--- src/hdl/ftcr_pkg.sv ---
package ftcr_pkg;

  localparam int unsigned DUTY_FULL_SCALE = 1000000;
  localparam int unsigned FAN_COUNT       = 4;

  localparam int unsigned MAXRPM_W = 16;
  localparam int unsigned DUTY_W   = 20;
  localparam int unsigned ICP_W    = 48;
  localparam int unsigned PROD_W   = MAXRPM_W + DUTY_W;
  localparam int unsigned NS_W     = 35;
  localparam int unsigned PERIOD_W = ICP_W + 9;
  localparam int unsigned DIV_W    = 64;
  localparam int unsigned STEP_W   = $clog2(PROD_W + 1);
  localparam int unsigned TICK_FRAC = 16;

  localparam int unsigned NREGS = 15;
  localparam int unsigned CFG_IDX_W = 3;

  localparam logic [63:0] NS_PER_MINUTE = 64'd60000000000;
  localparam logic [63:0] PULSES_PER_REV = 64'd2;
  localparam logic [63:0] NS_PER_PULSE_NUM = NS_PER_MINUTE / PULSES_PER_REV;
  localparam logic [15:0] CNT_TOP = 16'hFFFF;

  // Register indexes
  localparam logic [3:0] R_CNT1   = 4'd0;
  localparam logic [3:0] R_CRA    = 4'd1;
  localparam logic [3:0] R_CRB    = 4'd2;
  localparam logic [3:0] R_CNT2   = 4'd3;
  localparam logic [3:0] R_PRSC   = 4'd4;
  localparam logic [3:0] R_CKC    = 4'd5;
  localparam logic [3:0] R_MCTRL  = 4'd6;
  localparam logic [3:0] R_ICTRL  = 4'd7;
  localparam logic [3:0] R_ICLR   = 4'd8;
  localparam logic [3:0] R_IEN    = 4'd9;
  localparam logic [3:0] R_CPA    = 4'd10;
  localparam logic [3:0] R_CPB    = 4'd11;
  localparam logic [3:0] R_CPCFG  = 4'd12;
  localparam logic [3:0] R_INASEL = 4'd13;
  localparam logic [3:0] R_INBSEL = 4'd14;

  // Config register indexes
  localparam logic [CFG_IDX_W-1:0] C_MAXRPM3 = 3'd3;
  localparam logic [CFG_IDX_W-1:0] C_ICP     = 3'd4;

  typedef enum logic [1:0] {
    MODE_READ  = 2'd0,
    MODE_WRITE = 2'd1,
    MODE_DUTY  = 2'd2,
    MODE_RECAP = 2'd3
  } mode_e;

  typedef struct packed {
    logic [1:0]  mode;
    logic [3:0]  reg_index;
    logic [1:0]  access_bytes;
    logic [15:0] write_data;
    logic [1:0]  fan_index;
    logic [19:0] duty_value;
  } in_t;

  typedef struct packed {
    logic [15:0] read_data;
    logic        access_error;
    logic        irq_out;
  } out_t;

  function automatic logic access_ok(input logic [3:0] idx, input logic [1:0] bytes);
    logic ok;
    if (idx > R_INBSEL) begin
      ok = 1'b0;
    end else if (idx <= R_CNT2 || idx == R_CPA || idx == R_CPB) begin
      ok = (bytes == 2'd2);
    end else begin
      ok = (bytes == 2'd1);
    end
    return ok;
  endfunction

endpackage

--- src/hdl/fan_tach_capture_registers_core.sv ---
// Fan tachometer capture block: fifteen 16-bit registers, two capture channels.
// Input channel (in_valid_i / in_stall_o / in_data_i): one item is a bus read,
// bus write, duty update or recapture request. Output channel (out_valid_o /
// out_stall_i / out_data_o): one result item per input item.
// Config port (cfg_valid_i / cfg_ready_o): max rpm of four fans and the input
// clock period; always ready. The user must see that it is written only while
// the block is idle; the block does not enforce this. Items that run no capture
// go from S_DISP to the result. With MCTRL bit 2 set, each enabled channel can run
// a 36-step rpm division, a 35-step period division and a 16-step tick division
// on one shared restoring divider. One item is in flight at a time; in_stall_o
// is high from acceptance until its result has been taken.
// Reset clears the register file, duties, config and the interrupt level.
// When the receiver stalls, the result is held and no new item is taken.
module fan_tach_capture_registers_core #(
  parameter int unsigned DutyFullScale = ftcr_pkg::DUTY_FULL_SCALE
) (
  input  logic                             clk_i,
  input  logic                             rst_ni,
  input  logic                             in_valid_i,
  output logic                             in_stall_o,
  input  ftcr_pkg::in_t                    in_data_i,
  output logic                             out_valid_o,
  input  logic                             out_stall_i,
  output ftcr_pkg::out_t                   out_data_o,
  input  logic                             cfg_valid_i,
  output logic                             cfg_ready_o,
  input  logic [ftcr_pkg::CFG_IDX_W-1:0]   cfg_index_i,
  input  logic [ftcr_pkg::ICP_W-1:0]       cfg_data_i
);
  import ftcr_pkg::*;

  localparam logic [2:0] S_IDLE  = 3'd0;
  localparam logic [2:0] S_DISP  = 3'd1;
  localparam logic [2:0] S_CHSEL = 3'd2;
  localparam logic [2:0] S_LOAD  = 3'd3;
  localparam logic [2:0] S_DIV   = 3'd4;
  localparam logic [2:0] S_POST  = 3'd5;
  localparam logic [2:0] S_APPLY = 3'd6;

  localparam logic [1:0] PH_RPM  = 2'd0;
  localparam logic [1:0] PH_NS   = 2'd1;
  localparam logic [1:0] PH_TICK = 2'd2;

  logic [2:0]  state_q, state_d;
  logic [15:0] regs_q [NREGS];
  logic [15:0] regs_d [NREGS];
  logic [DUTY_W-1:0]   duty_q [FAN_COUNT];
  logic [DUTY_W-1:0]   duty_d [FAN_COUNT];
  logic [MAXRPM_W-1:0] maxrpm_q [FAN_COUNT];
  logic [ICP_W-1:0]    icp_q;
  logic irq_q, irq_d, lvl_q, lvl_d, ch_q, ch_d, cap_q, cap_d;
  logic out_valid_q, out_valid_d;
  logic [1:0] phase_q, phase_d;

  logic [STEP_W-1:0]   cnt_q, cnt_d;
  logic [DIV_W-1:0]    rem_q, rem_d, dvd_q, dvd_d, quo_q, quo_d, div_q, div_d;
  logic [PROD_W-1:0]   prod_q, prod_d;
  logic [PERIOD_W-1:0] period_q, period_d;
  logic [15:0]         tick_q, tick_d;
  logic                under_q, under_d;
  out_t                out_q, out_d;

  logic              in_acc;
  logic              ok;
  logic [15:0]       wdat;
  logic [DIV_W-1:0]  rs, diff;
  logic              ge;
  logic              en;
  logic [1:0]        fan;
  logic [NS_W+TICK_FRAC-1:0] a_val;
  logic [15:0]       tgt, cval, newcnt;
  logic [3:0]        ccfg;
  logic              hit, wr_cnt, wr_cr;
  logic [7:0]        pbit;
  logic              lvl_n;

  assign in_acc      = in_valid_i && !in_stall_o;
  assign in_stall_o  = (state_q != S_IDLE) || out_valid_q;
  assign out_valid_o = out_valid_q;
  assign out_data_o  = out_q;
  assign cfg_ready_o = 1'b1;

  // shared restoring-division step
  assign rs   = {rem_q[DIV_W-2:0], dvd_q[DIV_W-1]};
  assign ge   = rs >= div_q;
  assign diff = rs - div_q;

  // channel operands
  assign en   = ch_q ? (regs_q[R_MCTRL][6] && regs_q[R_CKC][3])
                     : (regs_q[R_MCTRL][5] && regs_q[R_CKC][0]);
  assign fan  = {ch_q ? regs_q[R_INBSEL][0] : regs_q[R_INASEL][0], ch_q};
  assign tgt  = ch_q ? regs_q[R_CPB] : regs_q[R_CPA];
  assign ccfg = ch_q ? regs_q[R_CPCFG][7:4] : regs_q[R_CPCFG][3:0];
  assign cval = CNT_TOP - tick_q;
  assign a_val = {quo_q[NS_W-1:0], {TICK_FRAC{1'b0}}};

  // compare / result decode
  always_comb begin
    hit    = 1'b0;
    wr_cnt = 1'b0;
    wr_cr  = 1'b0;
    newcnt = cval;
    pbit   = 8'h04;
    priority if (ccfg[3]) begin
      hit = 1'b1; wr_cnt = 1'b1; newcnt = CNT_TOP;
    end else if (ccfg[2] && (under_q || cval <= tgt)) begin
      hit = 1'b1; wr_cnt = 1'b1; newcnt = tgt;
    end else if (ccfg[1] && tgt != 16'd0 && (under_q || cval < tgt)) begin
      hit = 1'b1; wr_cnt = 1'b1; newcnt = tgt - 16'd1;
    end else if (!under_q) begin
      wr_cnt = 1'b1; wr_cr = 1'b1;
    end
    if (hit) begin
      pbit = 8'h10;
    end else if (wr_cr) begin
      pbit = 8'h01;
    end
    if (ch_q) begin
      pbit = {pbit[6:0], 1'b0};
    end
    lvl_n = lvl_q || ((regs_q[R_IEN][7:0] & pbit) != 8'h00);
  end

  always_comb begin
    state_d     = state_q;
    regs_d      = regs_q;
    duty_d      = duty_q;
    irq_d       = irq_q;
    lvl_d       = lvl_q;
    ch_d        = ch_q;
    cap_d       = cap_q;
    out_valid_d = out_valid_q && out_stall_i;
    phase_d     = phase_q;
    cnt_d       = cnt_q;
    rem_d       = rem_q;
    dvd_d       = dvd_q;
    quo_d       = quo_q;
    div_d       = div_q;
    prod_d      = prod_q;
    period_d    = period_q;
    tick_d      = tick_q;
    under_d     = under_q;
    out_d       = out_q;
    ok          = access_ok(in_data_i.reg_index, in_data_i.access_bytes);
    wdat        = (in_data_i.access_bytes == 2'd1) ? {8'h00, in_data_i.write_data[7:0]}
                                                   : in_data_i.write_data;
    unique case (state_q)
      S_IDLE: begin
        if (in_acc) begin
          out_d.read_data    = 16'h0000;
          out_d.access_error = 1'b0;
          cap_d = 1'b0;
          unique case (mode_e'(in_data_i.mode))
            MODE_READ: begin
              if (!ok) begin
                out_d.access_error = 1'b1;
              end else if (in_data_i.reg_index != R_ICLR) begin
                out_d.read_data = regs_q[in_data_i.reg_index];
              end
            end
            MODE_WRITE: begin
              if (!ok) begin
                out_d.access_error = 1'b1;
              end else if (in_data_i.reg_index == R_ICLR) begin
                regs_d[R_ICTRL] = regs_q[R_ICTRL] & ~{8'h00, wdat[7:0]};
              end else begin
                regs_d[in_data_i.reg_index] = wdat;
                cap_d = 1'b1;
              end
            end
            MODE_DUTY: begin
              duty_d[in_data_i.fan_index] = in_data_i.duty_value;
              cap_d = 1'b1;
            end
            MODE_RECAP: cap_d = 1'b1;
            default: cap_d = 1'b0;
          endcase
          state_d = S_DISP;
        end
      end
      S_DISP: begin
        if (cap_q && regs_q[R_MCTRL][2]) begin
          lvl_d   = 1'b0;
          ch_d    = 1'b0;
          state_d = S_CHSEL;
        end else begin
          out_d.irq_out = irq_q;
          out_valid_d   = 1'b1;
          state_d       = S_IDLE;
        end
      end
      S_CHSEL: begin
        if (en) begin
          prod_d   = maxrpm_q[fan] * duty_q[fan];
          period_d = icp_q * ({1'b0, regs_q[R_PRSC][7:0]} + 9'd1);
          phase_d  = PH_RPM;
          state_d  = S_LOAD;
        end else if (!ch_q) begin
          ch_d = 1'b1;
        end else begin
          irq_d         = lvl_q;
          out_d.irq_out = lvl_q;
          out_valid_d   = 1'b1;
          state_d       = S_IDLE;
        end
      end
      S_LOAD: begin
        rem_d   = '0;
        quo_d   = '0;
        dvd_d   = {prod_q, {(DIV_W-PROD_W){1'b0}}};
        div_d   = DIV_W'(DutyFullScale);
        cnt_d   = STEP_W'(PROD_W);
        state_d = S_DIV;
      end
      S_DIV: begin
        rem_d = ge ? diff : rs;
        quo_d = {quo_q[DIV_W-2:0], ge};
        dvd_d = {dvd_q[DIV_W-2:0], 1'b0};
        cnt_d = cnt_q - STEP_W'(1);
        if (cnt_q == STEP_W'(1)) begin
          state_d = S_POST;
        end
      end
      S_POST: begin
        unique case (phase_q)
          PH_RPM: begin
            if (quo_q == '0) begin
              under_d = 1'b1;
              state_d = S_APPLY;
            end else if (period_q == '0) begin
              under_d = 1'b0;
              tick_d  = 16'h0000;
              state_d = S_APPLY;
            end else begin
              rem_d   = '0;
              quo_d   = '0;
              div_d   = quo_q;
              dvd_d   = {NS_PER_PULSE_NUM[NS_W-1:0], {(DIV_W-NS_W){1'b0}}};
              cnt_d   = STEP_W'(NS_W);
              phase_d = PH_NS;
              state_d = S_DIV;
            end
          end
          PH_NS: begin
            if (PERIOD_W'(a_val) >= period_q) begin
              under_d = 1'b1;
              state_d = S_APPLY;
            end else begin
              rem_d   = DIV_W'(a_val);
              quo_d   = '0;
              dvd_d   = '0;
              div_d   = DIV_W'(period_q);
              cnt_d   = STEP_W'(TICK_FRAC);
              phase_d = PH_TICK;
              state_d = S_DIV;
            end
          end
          PH_TICK: begin
            tick_d  = quo_q[15:0];
            under_d = 1'b0;
            state_d = S_APPLY;
          end
          default: begin
            under_d = 1'b1;
            state_d = S_APPLY;
          end
        endcase
      end
      S_APPLY: begin
        if (wr_cnt) begin
          regs_d[ch_q ? R_CNT2 : R_CNT1] = newcnt;
        end
        if (wr_cr) begin
          regs_d[ch_q ? R_CRB : R_CRA] = newcnt;
        end
        regs_d[R_ICTRL] = regs_q[R_ICTRL] | {8'h00, pbit};
        lvl_d = lvl_n;
        if (!ch_q) begin
          ch_d    = 1'b1;
          state_d = S_CHSEL;
        end else begin
          irq_d         = lvl_n;
          out_d.irq_out = lvl_n;
          out_valid_d   = 1'b1;
          state_d       = S_IDLE;
        end
      end
      default: state_d = S_IDLE;
    endcase
  end

  always_ff @(posedge clk_i or negedge rst_ni) begin
    if (!rst_ni) begin
      state_q     <= S_IDLE;
      irq_q       <= 1'b0;
      lvl_q       <= 1'b0;
      ch_q        <= 1'b0;
      cap_q       <= 1'b0;
      out_valid_q <= 1'b0;
      phase_q     <= PH_RPM;
      icp_q       <= '0;
      for (int i = 0; i < NREGS; i++) begin
        regs_q[i] <= 16'h0000;
      end
      for (int i = 0; i < FAN_COUNT; i++) begin
        duty_q[i]   <= '0;
        maxrpm_q[i] <= '0;
      end
    end else begin
      state_q     <= state_d;
      irq_q       <= irq_d;
      lvl_q       <= lvl_d;
      ch_q        <= ch_d;
      cap_q       <= cap_d;
      out_valid_q <= out_valid_d;
      phase_q     <= phase_d;
      regs_q      <= regs_d;
      duty_q      <= duty_d;
      if (cfg_valid_i && cfg_ready_o) begin
        if (cfg_index_i <= C_MAXRPM3) begin
          maxrpm_q[cfg_index_i[1:0]] <= cfg_data_i[MAXRPM_W-1:0];
        end else if (cfg_index_i == C_ICP) begin
          icp_q <= cfg_data_i;
        end
      end
    end
  end

  always_ff @(posedge clk_i) begin
    cnt_q    <= cnt_d;
    rem_q    <= rem_d;
    dvd_q    <= dvd_d;
    quo_q    <= quo_d;
    div_q    <= div_d;
    prod_q   <= prod_d;
    period_q <= period_d;
    tick_q   <= tick_d;
    under_q  <= under_d;
    out_q    <= out_d;
  end

endmodule

--- config.mk ---
export PLATFORM = sky130hd
export DESIGN_NAME = fan_tach_capture_registers_core
export DESIGN_NICKNAME = d
export VERILOG_FILES = /design/src/hdl/ftcr_pkg.sv /design/src/hdl/fan_tach_capture_registers_core.sv
export SDC_FILE = /design/constraint.sdc
export NUM_CORES = 2
export LEC_CHECK = 0
export ABC_AREA = 0
export BUFFER_PORTS_ARGS = -buffer_cell sky130_fd_sc_hd__buf_2
export CAP_MARGIN = 30
export CORE_UTILIZATION = 30
export DETAILED_ROUTE_END_ITERATION = 8
export PLACE_DENSITY = 0.51
export SYNTH_ARGS = -nofsm -noshare
export SYNTH_HDL_FRONTEND = slang
export SYNTH_SLANG_ARGS = --single-unit
--- constraint.sdc ---
create_clock -name clk_i -period 8.27 [get_ports clk_i]
set_input_delay 0.827 -clock clk_i [delete_from_list [all_inputs] [get_ports clk_i]]
set_output_delay 0.827 -clock clk_i [all_outputs]
set_load 0.02 [all_outputs]
---- Word-level counts from Yosys, hierarchy flattened ----
Cells that the tools add are included.
Widths: inputs -> output; s select.
operators by class
  add/subtract/negate cells ............... 5
  multiply operators ...................... 2
  order comparisons ....................... 18
  equal/unequal tests ..................... 39
  mux-type cells .......................... 124
  bitwise logic cells ..................... 11
  reduce and logical (&&, ||, !) cells .... 56
operator list
  cell              number
  $mux 240          6
  $bwmux 240        3
  $mux 64           8
  $pmux 64 s2       4
  $pmux 240 s2      1
  $pmux 64 s3       2
  $mux 16           16
  $mux 112          2
  $demux 16 s4      3
  $pmux 63 s3       1
  $mux 63           2
  $pmux 63 s2       1
  $bwmux 80         1
  $bmux 16 s4       1
  $bwmux 64         1
  $ge 64x64->1      1
  $logic_not 64->1  1
  $sub 63x63->63    1
  $mux 20           3
  $ge 51x57->1      1
  $logic_not 57->1  1
  $mul 48x9->57     1
  $bmux 20 s2       1
  $demux 20 s2      1
  66 further kinds  192
word-level totals
  register bits after elaboration ......... 831
  input bits .............................. 102
  output and inout bits ................... 21
  word-level logic and storage cells ...... 298

---- Depth between registers and ports, before layout ----
  word-level depth ........................ 15
  depth in mapped cells ................... 33
  gate-level depth less buffers ........... 27

---- Worst setup path before layout ----
No wires, ideal clock.
  path kind ............................... flip-flop to flip-flop
  start ................................... register ch_q
  end ..................................... register prod_q[32] (data pin)
  setup time .............................. 158 ps
  arrival time ............................ 7806 ps
  data required time ...................... 8112 ps
  slack ................................... 306 ps
  stages on the path, launching flop included .. 32
  buffers on the path ..................... 7
  clock period less this slack ............ 7964 ps
  path through ............................ dfrtp_1 buf_6 buf_4 buf_2 buf_1 clkbuf_1 clkbuf_1 buf_1 nand2_1 o21ai_1 nor2_1 fa_1 inv_1 fa_1 inv_1 fa_1 fa_1 fa_1 inv_1 fa_1 inv_1 ha_1 a21o_1 a21o_1 a21o_1 a21o_1 a21o_1 a41oi_1 o21bai_1 a41o_1 a2111o_1 o211ai_1
on the way
  cells in the longest elaborated chain, start to end .. 6
  elaborated cells on any way between the ends .. 9
  classes of those cells .................. mul (1); mux (7); bitwise (1)
ends and longest elaborated chain
  item                                                                   RTL line                                RTL
  start: declaration                                                     fan_tach_capture_registers_core.sv:51   logic irq_q, irq_d, lvl_q, lvl_d, ch_q, ch_d, cap_q, cap_d;
  start signal: assignment                                               fan_tach_capture_registers_core.sv:313  ch_q <= ch_d;
  $mux 1                                                                 fan_tach_capture_registers_core.sv:91   assign fan = {ch_q ? regs_q[R_INBSEL][0] : regs_q[R_INASEL][0], ch_q};
  $not 2->3 (not written as such) *                                      fan_tach_capture_registers_core.sv:194  prod_d = maxrpm_q[fan] * duty_q[fan];
  $bmux 16 s2 or $bmux 20 s2 (tied branches)                             fan_tach_capture_registers_core.sv:194
  $mux 16 (not written as such) or $mux 20 (tied branches) (2 in a row)  fan_tach_capture_registers_core.sv:194
  $mul 16x20->36 *                                                       fan_tach_capture_registers_core.sv:194
  end signal: assignment                                                 fan_tach_capture_registers_core.sv:335  prod_q <= prod_d;
  end: declaration                                                       fan_tach_capture_registers_core.sv:57   logic [PROD_W-1:0] prod_q, prod_d;
Mark *: on every way between the ends. The rest lies on a longest branch, timed or not. The select of a mux whose other input is x is not followed.
A chain may end at the register's enable or synchronous reset.

---- Worst setup path in the final report ----
  start ................................... register regs_q[16] (netlist name)
  end ..................................... register prod_q[32] (data pin)
on the way
  cells in the longest elaborated chain, start to end .. 6
  elaborated cells on any way between the ends .. 9
  classes of those cells .................. mul (1); mux (7); bitwise (1)
ends and longest elaborated chain
  item                                                                   RTL line                                RTL
  start: declaration                                                     fan_tach_capture_registers_core.sv:45   logic [15:0] regs_q [NREGS];
  start signal: assignment                                               fan_tach_capture_registers_core.sv:317  regs_q <= regs_d;
  $mux 1 *                                                               fan_tach_capture_registers_core.sv:91
  $not 2->3 (not written as such) *                                      fan_tach_capture_registers_core.sv:194
  $bmux 16 s2 or $bmux 20 s2 (tied branches)                             fan_tach_capture_registers_core.sv:194
  $mux 16 (not written as such) or $mux 20 (tied branches) (2 in a row)  fan_tach_capture_registers_core.sv:194
  $mul 16x20->36 *                                                       fan_tach_capture_registers_core.sv:194
Marked as above.

==> run_summary.xml <==
<?xml version="1.0" encoding="UTF-8"?>
<metrics>
  <group name="drt">
    <metric name="route.vias.total" unit="">45100</metric>
    <metric name="totalWireLength" unit="mm">180.9</metric>
    <metric name="dr.pass1.iters" unit="">8</metric>
    <metric name="number_of_vias_per_cell_after_detailed_routing" unit="">4.930</metric>
    <metric name="route.detailed.wl_per_inst" unit="µm">19.77</metric>
    <metric name="drt-initial-drc-count" unit="">3018</metric>
    <metric name="number_of_drc_violations_after_detailed_routing" unit="">16</metric>
    <metric name="postRouteAntennaNets" unit="">0</metric>
  </group>
  <group name="clocking">
    <metric name="path_clk_slew" unit="ps">60</metric>
    <metric name="postCtsResizedCells" unit="">0</metric>
    <metric name="cts-buffers-inserted" unit="">96</metric>
    <metric name="postCtsHoldBufs" unit="">0</metric>
    <metric name="cts-htree-levels" unit="">3</metric>
    <metric name="tritoncts" unit="">done</metric>
    <metric name="cts_setup_buffers" unit="">0</metric>
    <metric name="buffer_depth_of_the_longest_clock_path" unit="">3</metric>
    <metric name="clockRootBuffer" unit="">clkbuf_16</metric>
    <metric name="cts_sinks" unit="">803</metric>
    <metric name="clkLatencyLatePin" unit="ps">750</metric>
  </group>
  <group name="timing">
    <metric name="fin_setup_tns" unit="ps">0</metric>
    <metric name="skew" unit="ps">67.07</metric>
    <metric name="timing.final.setup_violations" unit="">0</metric>
    <metric name="post-route-min-period" unit="ps">7839</metric>
    <metric name="timing.slew.headroom" unit="">0.2965</metric>
    <metric name="hold_viol_final" unit="">0</metric>
    <metric name="layout_worst_path_cycle_share" unit="">0.9479</metric>
    <metric name="timing.fmax" unit="MHz">127.6</metric>
    <metric name="rsz0062_at_grt" unit="">false</metric>
    <metric name="worst_tran_pin_value" unit="ps">1055</metric>
    <metric name="final_max_slew_viol_count" unit="">0</metric>
  </group>
  <group name="logic_synthesis">
    <metric name="netlist_cell_types" unit="">90</metric>
    <metric name="post_synth_inst_count" unit="">6220</metric>
    <metric name="synth_nets" unit="">7200</metric>
    <metric name="number_of_synthesized_register_bits" unit="">803</metric>
    <metric name="synth_enable_flop_cells" unit="">361</metric>
    <metric name="async_reset_ff_frac" unit="">0.5504</metric>
    <metric name="synth.avg_cell_area" unit="µm²">10.29</metric>
    <metric name="ys.flop_type" unit="">dfrtp_1</metric>
    <metric name="synth_seq_area_share" unit="">0.3423</metric>
    <metric name="synth_warnings" unit="">0</metric>
    <metric name="netlist_area" unit="µm²">63980</metric>
  </group>
  <group name="grt">
    <metric name="grt_pass1_wl" unit="mm">287.2</metric>
    <metric name="grtUsageTotal" unit="">0.1692</metric>
    <metric name="grt.overflow.total" unit="">0</metric>
    <metric name="first_global_vias" unit="">47420</metric>
    <metric name="antenna_found_initial" unit="">15</metric>
    <metric name="largest_net_degree_at_the_start_of_global_routing" unit="">130</metric>
  </group>
  <group name="placed_design">
    <metric name="place_hpwl" unit="mm">137.6</metric>
    <metric name="port-buffer-count" unit="">121</metric>
    <metric name="place.gp.congestion" unit="">0.8941</metric>
  </group>
  <group name="setup_path">
    <metric name="endpoint_kind" unit="">register</metric>
    <metric name="max_fanout_on_critical_path" unit="">19</metric>
    <metric name="worst_path_class_setup" unit="">register to register</metric>
    <metric name="cp_data_arrival_time" unit="ps">8420</metric>
    <metric name="startpoint_type" unit="">register</metric>
    <metric name="timing.critical_path.required" unit="ps">8850</metric>
    <metric name="regToRegSetupSlack" unit="ps">430</metric>
  </group>
  <group name="die">
    <metric name="area_inside_the_core_boundary" unit="µm²">212100</metric>
    <metric name="std_cell_rows" unit="">169</metric>
    <metric name="ioPinCount" unit="">123</metric>
    <metric name="total_die_area" unit="µm²">215100</metric>
    <metric name="floorplan.die.height" unit="µm">463.8</metric>
    <metric name="starting_density_of_the_core" unit="">0.3017</metric>
    <metric name="chip_width" unit="µm">463.8</metric>
  </group>
  <group name="min_path">
    <metric name="hold_class" unit="">input pin to async pin</metric>
  </group>
  <group name="run_status">
    <metric name="violations" unit="">DRC</metric>
    <metric name="status" unit="">complete, but fails checks</metric>
  </group>
  <group name="finish">
    <metric name="syn_to_final_growth" unit="%">11.88</metric>
    <metric name="drive_gt1_frac" unit="">0.1307</metric>
    <metric name="mostFrequentLayoutCells" unit="">792 x inv_1, 659 x nand2_1, 574 x fa_1</metric>
    <metric name="mostFrequentLayoutCell" unit="">inv_1</metric>
    <metric name="nNetsFinal" unit="">7228</metric>
  </group>
  <group name="job">
    <metric name="drv_cap" unit="">0</metric>
  </group>
</metrics>
-- registers in the layout (all words and copies together), names as in the netlist, 18 cells and up --
name / cells
out_data_o: 18
icp_q: 48
period_q: 57
prod_q: 36
rem_q: 63
dvd_q: 36
regs_q: 240
duty_q: 80
div_q: 64
quo_q: 64
maxrpm_q: 64
-- area by class of cell --
cell class                      count  area (µm²)
Tap cell                         2821        3530
Timing Repair Buffer              250        1813
Clock inverter                     42       556.8
Multi-Input combinational cell   4304       38050
Fill cell                       21580      140500
Sequential cell                   803       21910
Antenna cell                        1       2.502
Clock buffer                      134        2739
Inverter                          793        2978
-- synth_stat cells, types with 119 or more instances --
cell type,n,area (µm²)
a21o_1,119,893.4
a21oi_1,230,1151
and2_1,230,1439
clkbuf_1,266,998.5
dfrtp_1,442,11060
edfxtp_1,361,10840
fa_1,574,11490
ha_1,304,3804
inv_1,793,2977
mux2_2,295,3322
nand2_1,660,2477
nor2_1,278,1044
nor2b_1,264,1652
o21ai_0,247,1236
-- layer usage --
layer	track usage	vias up	wire length [µm]
li1	-	20930	-
met1	0.2445	22880	87160
met2	0.2665	1059	81220
met3	0.02369	221	8673
met4	0.03866	4	3813
met5	0	-	21
-- final timing paths --
kind / depth (start not counted) / to / start
max: 22 / prod_q[32]$_DFFE_PP_ / regs_q[16]$_DFFE_PN0P_
min: 1 / icp_q[29]$_DFFE_PN0P_ / rst_ni
max reg2reg: 22 / prod_q[32]$_DFFE_PP_ / regs_q[16]$_DFFE_PN0P_
min reg2reg: 0 / regs_q[97]$_DFFE_PN0P_ / regs_q[97]$_DFFE_PN0P_
max in group asynchronous: 2 / regs_q[143]$_DFFE_PN0P_ / rst_ni
min in group clk_i: 2 / out_valid_o$_DFF_PN0_ / out_stall_i
-- cells by family (layout without fill, tap and decap cells) --
group / count (synthesis) / count (layout) / synth area share
AOI/OAI and AO/OA: 965 / 965 / 0.09798
other: 1 / 2 / 0.00005862
muxes: 457 / 457 / 0.08990
xor gates and xnor gates: 139 / 139 / 0.01903
buffers and inverters: 1113 / 1219 / 0.06671
adders and majority gates: 878 / 878 / 0.2391
and+or+nand+nor: 1864 / 1864 / 0.1449
DFF: 803 / 803 / 0.3423
-- stage by stage --
step / instance area [µm²] / setup slack (ps) / hold WS, ps / util / instances
floorplan: 63980 / 306.1 / 424.6 / - / 6220
global placement: 68090 / 530.1 / 360.4 / 0.3210 / 8962
detailed placement: 68280 / 451.1 / 363.5 / 0.3219 / 8971
CTS: 71570 / 432.0 / 27.94 / 0.3375 / 9147
global route: 71580 / 12.28 / 59.75 / 0.3375 / 9148
finish: 71580 / 431.2 / 47.38 / 0.3375 / 9148
-- worst max-delay path: stages, from the launching register on --
cell	delay, ps
dfrtp_2	780
mux2_2	430
o21ai_1	600
nor2_1	160
fa_1	560
inv_1	50
fa_1	390
fa_1	550
inv_1	60
fa_1	530
fa_1	500
inv_1	50
fa_1	520
inv_1	50
ha_1	330
a22o_1	220
nor4_1	200
o21ai_0	270
a41oi_1	400
o21bai_1	180
a41o_1	310
a2111o_1	380
o211ai_1	90
Power is not shown: default switching activity piles up to over one toggle a cycle in this logic, so the estimate is an artifact.
